$ cat src/wsmf_pkg.sv
`timescale 1ns / 1ps

package wsmf_pkg;

  localparam int SAMPLE_W = 16;
  localparam int IDX_W = 2;
  localparam int MAG_W = SAMPLE_W - 1;
  localparam int MAX_WINDOW = 64;
  localparam int SUM_W = SAMPLE_W + $clog2(MAX_WINDOW) + 1;
  localparam int TDATA_W = ((SAMPLE_W + IDX_W + 7) / 8) * 8;
  localparam int WINDOW_LENGTH_DEF = 8;
  localparam int WHEEL_COUNT_DEF = 4;
  localparam logic [MAG_W-1:0] MAG_MAX = {MAG_W{1'b1}};

  typedef struct packed {
    logic                       valid;
    logic                       ok;
    logic [IDX_W-1:0]           wheel;
    logic signed [SAMPLE_W-1:0] carry;
    logic                       carry_vld;
    logic [MAG_W-1:0]           best;
    logic signed [SUM_W-1:0]    sum;
  } tok_t;

  function automatic logic [MAG_W-1:0] sat_mag(input logic signed [SAMPLE_W-1:0] x);
    logic [SAMPLE_W-1:0] neg;
    logic [MAG_W-1:0]    res;
    neg = SAMPLE_W'(-x);
    if (x == {1'b1, {MAG_W{1'b0}}}) begin
      res = MAG_MAX;
    end else if (x < 0) begin
      res = neg[MAG_W-1:0];
    end else begin
      res = x[MAG_W-1:0];
    end
    return res;
  endfunction

endpackage

$ cat src/wheel_speed_window_min_filter_top.sv
`timescale 1ns / 1ps
// Per-wheel sliding-window minimum-magnitude filter for signed Q8.8 wheel speeds.
// Input stream (s_axis): one word per sample, wheel_sample in bits 15:0 and
// wheel_index in bits 17:16. Output stream (m_axis): one word per input word,
// in input order, filtered_speed in bits 15:0 and wheel_tag in bits 17:16.
// Each wheel keeps its last WINDOW_LENGTH samples. The result is the smallest
// magnitude in the window, negated when the window sum is negative; a wheel
// index not below WHEEL_COUNT leaves all windows untouched and returns zero.
// The window is a row of WINDOW_LENGTH cells. A word walks down the row one cell
// per cycle while the row advances, swapping its sample with the one stored for
// its wheel and folding the sample it carried in into a running minimum and sum.
// A word passes through each cell's register and then the output register before
// m_axis_tvalid; one word per cycle is accepted while the output side keeps up.
// When the receiver stalls with a word pending, the whole row holds and
// s_axis_tready drops in the same cycle.
// After reset every wheel's window holds a single zero sample and no word is
// in flight.
module wheel_speed_window_min_filter_top import wsmf_pkg::*; #(
  parameter int WINDOW_LENGTH = WINDOW_LENGTH_DEF,
  parameter int WHEEL_COUNT = WHEEL_COUNT_DEF
) (
  input  logic               clk_i,
  input  logic               rst_ni,
  input  logic               s_axis_tvalid,
  output logic               s_axis_tready,
  input  logic [TDATA_W-1:0] s_axis_tdata,  // wheel_sample[15:0], wheel_index[17:16]
  output logic               m_axis_tvalid,
  input  logic               m_axis_tready,
  output logic [TDATA_W-1:0] m_axis_tdata   // filtered_speed[15:0], wheel_tag[17:16]
);

  tok_t             tok [WINDOW_LENGTH+1];
  tok_t             tok_in;
  logic             adv;
  logic [IDX_W-1:0] wheel;

  assign wheel = s_axis_tdata[SAMPLE_W +: IDX_W];

  always_comb begin
    tok_in.valid     = s_axis_tvalid && adv;
    tok_in.ok        = 32'(wheel) < WHEEL_COUNT;
    tok_in.wheel     = wheel;
    tok_in.carry     = s_axis_tdata[SAMPLE_W-1:0];
    tok_in.carry_vld = 1'b1;
    tok_in.best      = MAG_MAX;
    tok_in.sum       = '0;
  end

  assign tok[0] = tok_in;

  for (genvar k = 0; k < WINDOW_LENGTH; k++) begin : g_cell
    wsmf_cell #(
      .WHEEL_COUNT (WHEEL_COUNT),
      .INIT_VALID  (k == 0)
    ) u_cell (
      .clk_i  (clk_i),
      .rst_ni (rst_ni),
      .adv_i  (adv),
      .tok_i  (tok[k]),
      .tok_o  (tok[k+1])
    );
  end

  wsmf_out u_out (
    .clk_i         (clk_i),
    .rst_ni        (rst_ni),
    .tok_i         (tok[WINDOW_LENGTH]),
    .m_axis_tready (m_axis_tready),
    .m_axis_tvalid (m_axis_tvalid),
    .m_axis_tdata  (m_axis_tdata),
    .adv_o         (adv)
  );

  assign s_axis_tready = adv;

endmodule

$ cat src/wsmf_cell.sv
`timescale 1ns / 1ps

module wsmf_cell import wsmf_pkg::*; #(
  parameter int WHEEL_COUNT = WHEEL_COUNT_DEF,
  parameter bit INIT_VALID = 1'b0
) (
  input  logic clk_i,
  input  logic rst_ni,
  input  logic adv_i,
  input  tok_t tok_i,
  output tok_t tok_o
);

  localparam int WSEL_W = (WHEEL_COUNT > 1) ? $clog2(WHEEL_COUNT) : 1;

  logic signed [SAMPLE_W-1:0] sample_q [WHEEL_COUNT];
  logic                       vld_q    [WHEEL_COUNT];
  logic [WSEL_W-1:0]          sel;
  logic signed [SAMPLE_W-1:0] rd_sample;
  logic                       rd_vld;
  logic [MAG_W-1:0]           mag;
  tok_t                       tok_d;
  tok_t                       tok_q;

  assign sel = WSEL_W'(tok_i.wheel);
  assign mag = sat_mag(tok_i.carry);

  always_comb begin
    rd_sample = tok_i.carry;
    rd_vld    = tok_i.carry_vld;
    tok_d     = tok_i;
    if (tok_i.ok) begin
      rd_sample = sample_q[sel];
      rd_vld    = vld_q[sel];
      tok_d.carry     = rd_sample;
      tok_d.carry_vld = rd_vld;
      if (tok_i.carry_vld) begin
        if (mag < tok_i.best) begin
          tok_d.best = mag;
        end
        tok_d.sum = tok_i.sum + SUM_W'(tok_i.carry);
      end
    end
  end

  always_ff @(posedge clk_i or negedge rst_ni) begin
    if (!rst_ni) begin
      tok_q <= '0;
    end else if (adv_i) begin
      tok_q <= tok_d;
    end
  end

  always_ff @(posedge clk_i or negedge rst_ni) begin
    if (!rst_ni) begin
      for (int w = 0; w < WHEEL_COUNT; w++) begin
        sample_q[w] <= '0;
        vld_q[w]    <= INIT_VALID;
      end
    end else if (adv_i && tok_i.valid && tok_i.ok) begin
      sample_q[sel] <= tok_i.carry;
      vld_q[sel]    <= tok_i.carry_vld;
    end
  end

  assign tok_o = tok_q;

endmodule

$ cat src/wsmf_out.sv
`timescale 1ns / 1ps

module wsmf_out import wsmf_pkg::*; (
  input  logic               clk_i,
  input  logic               rst_ni,
  input  tok_t               tok_i,
  input  logic               m_axis_tready,
  output logic               m_axis_tvalid,
  output logic [TDATA_W-1:0] m_axis_tdata,
  output logic               adv_o
);

  logic                       valid_q;
  logic [TDATA_W-1:0]         data_q;
  logic [TDATA_W-1:0]         data_d;
  logic signed [SAMPLE_W-1:0] speed;
  logic [SAMPLE_W-1:0]        best_ext;

  assign adv_o    = !valid_q || m_axis_tready;
  assign best_ext = {1'b0, tok_i.best};

  always_comb begin
    if (!tok_i.ok) begin
      speed = '0;
    end else if (tok_i.sum < 0) begin
      speed = SAMPLE_W'(-best_ext);
    end else begin
      speed = best_ext;
    end
    data_d = TDATA_W'({tok_i.wheel, speed});
  end

  always_ff @(posedge clk_i or negedge rst_ni) begin
    if (!rst_ni) begin
      valid_q <= 1'b0;
      data_q  <= '0;
    end else if (adv_o) begin
      valid_q <= tok_i.valid;
      data_q  <= data_d;
    end
  end

  assign m_axis_tvalid = valid_q;
  assign m_axis_tdata  = data_q;

endmodule

$ cat config.mk
export PLATFORM = sky130hd
export DESIGN_NAME = wheel_speed_window_min_filter_top
export DESIGN_NICKNAME = d
export VERILOG_FILES = /design/src/wsmf_pkg.sv /design/src/wheel_speed_window_min_filter_top.sv /design/src/wsmf_cell.sv /design/src/wsmf_out.sv
export SDC_FILE = /design/constraint.sdc
export NUM_CORES = 2
export LEC_CHECK = 0
export BUFFER_PORTS_ARGS = -buffer_cell sky130_fd_sc_hd__buf_2
export CELL_PAD_IN_SITES_DETAIL_PLACEMENT = 0
export CELL_PAD_IN_SITES_GLOBAL_PLACEMENT = 1
export CORE_AREA = 4 4 307 309
export DETAILED_ROUTE_END_ITERATION = 16
export DIE_AREA = 0 0 311 313
export PLACE_DENSITY = 0.95
export RECOVER_POWER = 25
export SYNTH_ARGS = -nofsm -noshare
export SYNTH_HDL_FRONTEND = slang
export SYNTH_SLANG_ARGS = --single-unit
$ cat constraint.sdc
create_clock -name clk_i -period 9.9 [get_ports clk_i]
set_clock_uncertainty 0.1 [all_clocks]
set_input_delay 1.485 -clock clk_i [delete_from_list [all_inputs] [get_ports clk_i]]
set_output_delay 1.485 -clock clk_i [all_outputs]
set_load 0.05 [all_outputs]
# Yosys cells after proc, flatten, opt, wreduce, memory -nomap -nowiden

Index checks and enable logic that the tools add are counted.

Output and inout port bits: 26
Register bits: 943
Logic and storage cells: 321
Input bits: 28

Muxes and demuxes: 123
Magnitude comparators: 31
Reductions and logical operators: 23
Bitwise logic cells: 8
Equal/unequal tests: 8
Add/sub/neg operators: 16

Operators with widths:

| cell                 | number |
|---|---|
| $bwmux 64            | 7 |
| $mux 16              | 23 |
| $mux 15              | 24 |
| $mux 55              | 6 |
| $mux 38              | 8 |
| $bmux 16 s2          | 7 |
| $demux 16 s2         | 7 |
| $add 23x16->23       | 6 |
| $eq 16x16->1 const B | 8 |
| $lt 16x1->1 const B  | 8 |
| $neg 15->15          | 8 |
| $lt 15x15->1         | 7 |
| $bwmux 4             | 6 |
| $lt 23x1->1 const B  | 1 |
| $ge 3x3->1 const B   | 7 |
| $logic_and 1x1->1    | 21 |
| $lt 3x1->1 const B   | 7 |
| $mux 1               | 21 |
| $not 2->3            | 7 |
| $add 16x16->17       | 1 |
| $neg 15->16          | 1 |
| $lt 15x15->1 const B | 1 |
| $bmux 1 s2           | 7 |
| $demux 1 s2          | 7 |
| 3 further kinds      | 3 |

# Longest topological paths before layout

Word-level depth: 7
Mapped depth: 20
Gate-level depth less buffers: 17

# Cells and area by module

A second synthesis with hierarchy kept.

Cell total of the unflattened synthesis: 5902
Area total of the unflattened synthesis: 61039.8 sq um

Modules (own cells, without submodules):

| module                            | instances | cells an instance | sequential area each (sq um) | area each (sq um) |
|---|---|---|---|---|
| wsmf_cell (g_cell[1].u_cell ...)  | 4         | 730               | 3178.0                       | 7479.7 |
| wsmf_cell (g_cell[5].u_cell)      | 1         | 704               | 3178.0                       | 7536.0 |
| wsmf_cell (g_cell[6].u_cell)      | 1         | 728               | 3178.0                       | 7516.0 |
| wsmf_cell (g_cell[0].u_cell)      | 1         | 730               | 3183.1                       | 7484.7 |
| wsmf_cell (g_cell[7].u_cell)      | 1         | 692               | 3178.0                       | 7452.1 |
| wsmf_out                          | 1         | 125               | 475.5                        | 1118.6 |
| wheel_speed_window_min_filter_top | 1         | 3                 | 0.0                          | 13.8 |

# Worst setup path before layout

OpenSTA, ideal clock, no wires.

Kind: input-to-output
From: input port m_axis_tready
To: output port s_axis_tready
Data required time: 8.315 ns
Path buffers: 4
Cell stages on the path: 6
Setup slack: 5.364 ns
Arrival: 2.951 ns
Cell sequence: nor2b_1 clkbuf_1 inv_1 clkbuf_1 clkbuf_1 clkbuf_1

Longest elaborated chain between the ends: 1

RTL lines:

| what               | line                                    | source |
|---|---|---|
| start: declaration | wheel_speed_window_min_filter_top.sv:28 | `input logic m_axis_tready,` |
| $logic_or 1x1->1   | wsmf_out.sv:19                          | `assign adv_o = !valid_q \|\| m_axis_tready;` |
| end: declaration   | wheel_speed_window_min_filter_top.sv:25 | `output logic s_axis_tready,` |

Every way passes these cells.

==> summary.md <==
## STA
- no — setup repair after global routing missed its margin
- 0 — setup violation total in the final timing report
- 4244 ps — min setup slack post-route
- 176.8 MHz — maximum clock frequency
- 57.13% — final period utilization
- 0 — number of hold-slack violations in the final timing report
- 0 ps — setup total negative slack
- -196.5% — Slew headroom
- 4448 ps — transition time at the pin with the least slew margin
- 5656 ps — time the final worst path needs with I/O delays and setup
- 75 — total count of max-transition violations in the final report

## Pwr
- 0.2729 mV — IR Drop Worst-Case VDD
- 359.8 nW/µm² — cell area power density
- 25.92 nW — Lkg Pwr

## Floorplanning
- 311 µm — x dimension of the die
- 54 — IO Pins
- 55.88% — starting utilization of the core area
- 313 µm — Die Span Y
- 91390 µm² — placeable core region
- 97340 µm² — overall die area
- 111 — Row Count

## Synthesis
- dfrtp_1 — area leader, netlist
- 80 — number of distinct library cell variants in the gate-level netlist after synthesis
- dfrtp_1 — most common cell in the netlist
- 44.85% — portion of the post-synthesis area used by sequential elements
- dfrtp_1 — Most used DFF post-synth
- dfrtp_1 (45%), mux2_2 (10%), ha_1 (6.1%) — top area cells in the synthesized netlist
- 4884 — Cells after Synth
- 44.64% — share of the synthesized area in the top cell type
- 0 — Warnings, synthesis
- 915 — number of flip-flops and latches in the synthesized netlist
- 0 — number of enable flip-flop cells after synthesis
- 100.0% — Post-synth ARST share
- 51070 µm² — combined area of all synthesized cells
- dfrtp_1 (911), nand2_1 (730), mux2_2 (454) — most frequent cells after synthesis
- 10.46 µm² — mean instance size in the synthesized netlist

## Route
- 5 — TritonRoute pass-1 iters
- 6.107 — average via count per standard cell
- 124.8 mm — total wire length
- 36660 — via total after detailed routing
- 20.78 µm — Avg WL per Cell
- 0 — number of nets with antenna violations after detailed routing
- 2799 — violation count after the first detailed-routing iteration
- 0 — DRC viols

## Clocking
- clkbuf_16 — cell chosen for the clock root
- 0 — post_cts resized
- 0 — number of hold buffers added after cts
- 3 — maximum number of buffers from clock root to sink
- 915 — CTS sink cnt
- 0 — postcts setup bufs
- 95 — TritonCTS buffer count
- built — clock tree from TritonCTS
- 3 — maximum level of the CTS H-tree
- 680 ps — clock network latency to the later pin of the worst-skew pair
- 60 ps — Reg clk slew, reported paths

## Setup path
- input port to asynchronous set/reset pin — CP Class
- 10440 ps — endpoint required time on the critical path
- 165 — worst-path fanout max
- clkbuf_1 — Critical-path top delay cell
- input port — startpoint type of the worst setup path
- buf_12 — dominant cell type by count on the critical path
- asynchronous set/reset pin — capturing element type of the critical path
- 4630 ps — slack of the worst reg-to-reg path
- g_cell[0].u_cell.tok_o[49]$_DFFE_PN0N_ — R2R Path Start
- 3060 ps — largest incremental delay on the critical path
- 6190 ps — data arrival at the endpoint of the critical path
- 12 — depth of the most critical reg-to-reg path
- clkbuf_1 > buf_12 > buf_12 — cell breakdown of the critical path
- g_cell[1].u_cell.tok_o[23]$_DFFE_PN0N_ — endpoint of the most critical register-to-register path

## Global route
- 25.72% — overall fraction of global-route tracks in use
- 0 — total global routing overflow
- 176 — largest net degree at the start of global routing
- 202.4 mm — first-pass GRT wire length
- 36720 — vias in the first global route
- 2 — number of antenna violations at the first check in global routing

## Placement
- 85.11 mm — HPWL after DPL
- 41 — number of buffer cells added on primary ports
- 4696 ps — Post-Place Setup Slack
- 0.8765 — routability cong.

## Hold path
- flip-flop to flip-flop — type of the most critical hold path
- 2 — worst hold path cell count
- u_out.m_axis_tdata[16]$_DFFE_PN0N_ — Hold Path End
- u_out.m_axis_tdata[16]$_DFFE_PN0N_ — source of the worst hold timing path

## Layout
- 5020 — layout net count
- 0 — ANT cells
- 8.656% — synthesis-to-finish area growth
- 18.33% — proportion of layout cells with a drive suffix above 1
- 7294 — filler instances

## Outcome
- capacitance limit, slew limit — violated checks
- complete, but fails checks — status

## Run
- 1 — number of max-cap violations

routing by layer:
| layer | wire length, µm | vias to the layer above | GRT usage, % |
|---|---|---|---|
| met3 | 5922 | 265 | 3.412 |
| li1 | - | 17180 | - |
| met5 | 10 | - | 0 |
| met2 | 59830 | 846 | 42.88 |
| met1 | 53330 | 18370 | 34.17 |
| met4 | 5691 | 2 | 10.93 |
power breakdown:
part	internal [mW]	total, mW	switching, mW
registers	5.21	6.89	1.68
logic	4.11	9.19	5.07
clock network	2.30	3.89	1.58
total	11.6	20.0	8.34
through the flow:
| step | instances | util (%) | power (mW) | cell area [µm²] | hold slack [ps] |
|---|---|---|---|---|---|
| 3_5_place_dp | 5826 | 56.99 | 16.01 | 52080 | 351.9 |
| 5_1_grt | 6004 | 60.72 | 21.47 | 55490 | 398.9 |
| 2_1_floorplan | 4889 | - | 13.49 | 51090 | 330.0 |
| 6_report | 6004 | 60.72 | 19.96 | 55490 | 360.9 |
| 4_1_cts | 6004 | 60.74 | 19.98 | 55510 | 366.9 |
| 3_3_place_gp | 5826 | 56.99 | 15.65 | 52080 | 347.8 |
worst max path at each step:
stage,slack (ps),depth (start not counted),endpoint,start
after global routing,3450,3,g_cell[2].u_cell.vld_q[3]$_DFFE_PN0P_,rst_ni
final,4240,3,g_cell[2].u_cell.tok_o[25]$_DFFE_PN0N_,rst_ni
after global placement,4740,12,g_cell[0].u_cell.tok_o[27]$_DFFE_PN0N_,s_axis_tdata[0]
after CTS,4680,12,g_cell[1].u_cell.tok_o[23]$_DFFE_PN0N_,g_cell[0].u_cell.tok_o[50]$_DFFE_PN0N_
after detailed placement,4700,12,g_cell[0].u_cell.tok_o[27]$_DFFE_PN0N_,s_axis_tdata[1]
after floorplan,5360,6,s_axis_tready,m_axis_tready
critical path, delay by kind of cell:
| family | cells | cell delay (ps) |
|---|---|---|
| buffers and inverters | 3 | 4300 |
registers in the layout (all words and copies together), names as in the netlist:
signal,count
g_cell.u_cell.sample_q,448
g_cell.u_cell.tok_o,420
g_cell.u_cell.vld_q,28
u_out.m_axis_tdata,18
u_out.m_axis_tvalid,1
cell type report:
| cell class | instances | area [µm²] | area share, % |
|---|---|---|---|
| Clock buffer | 128 | 2701 | 4.868 |
| Clock inverter | 50 | 724.4 | 1.306 |
| Inverter | 163 | 619.3 | 1.116 |
| Multi-Input combinational cell | 3470 | 26390 | 47.57 |
| Sequential cell | 915 | 22900 | 41.27 |
| Tap cell | 1186 | 1484 | 2.674 |
| Timing Repair Buffer | 92 | 661.9 | 1.193 |
layout by cell type (no fill, tap or decap), drive strengths merged, types with 34 or more instances in the layout:
master  netlist  routed
a21o         68      68
a21oi       200     200
a31oi        44      44
buf          56      91
clkbuf      285     129
dfrtp       911     911
ha          249     249
inv         163     168
mux2        454     454
mux2i       158     158
mux4        119     119
nand2       730     730
nand2b       34      34
nand3       115     115
nor2        187     187
nor3         50      50
o21a         38      38
o21ai       368     368
o311ai       50      50
o31ai        36      36
xnor2        64      64
xor2        111     111
cells by family (layout without fill, tap and decap cells):
group                      after synthesis  after routing  share of synthesized area [%]
DFF                                    915            915                          44.85
buffers and inverters                  504            433                          3.869
adders and majority gates              255            255                          6.336
AOI/OAI and AO/OA                      985            985                          12.08
xor gates and xnor gates               175            175                          3.001
and+or+nand+nor                       1318           1318                          11.50
muxes                                  731            731                          18.36
other                                    1              6                       0.007343
Power figures use the tool's default switching activity.
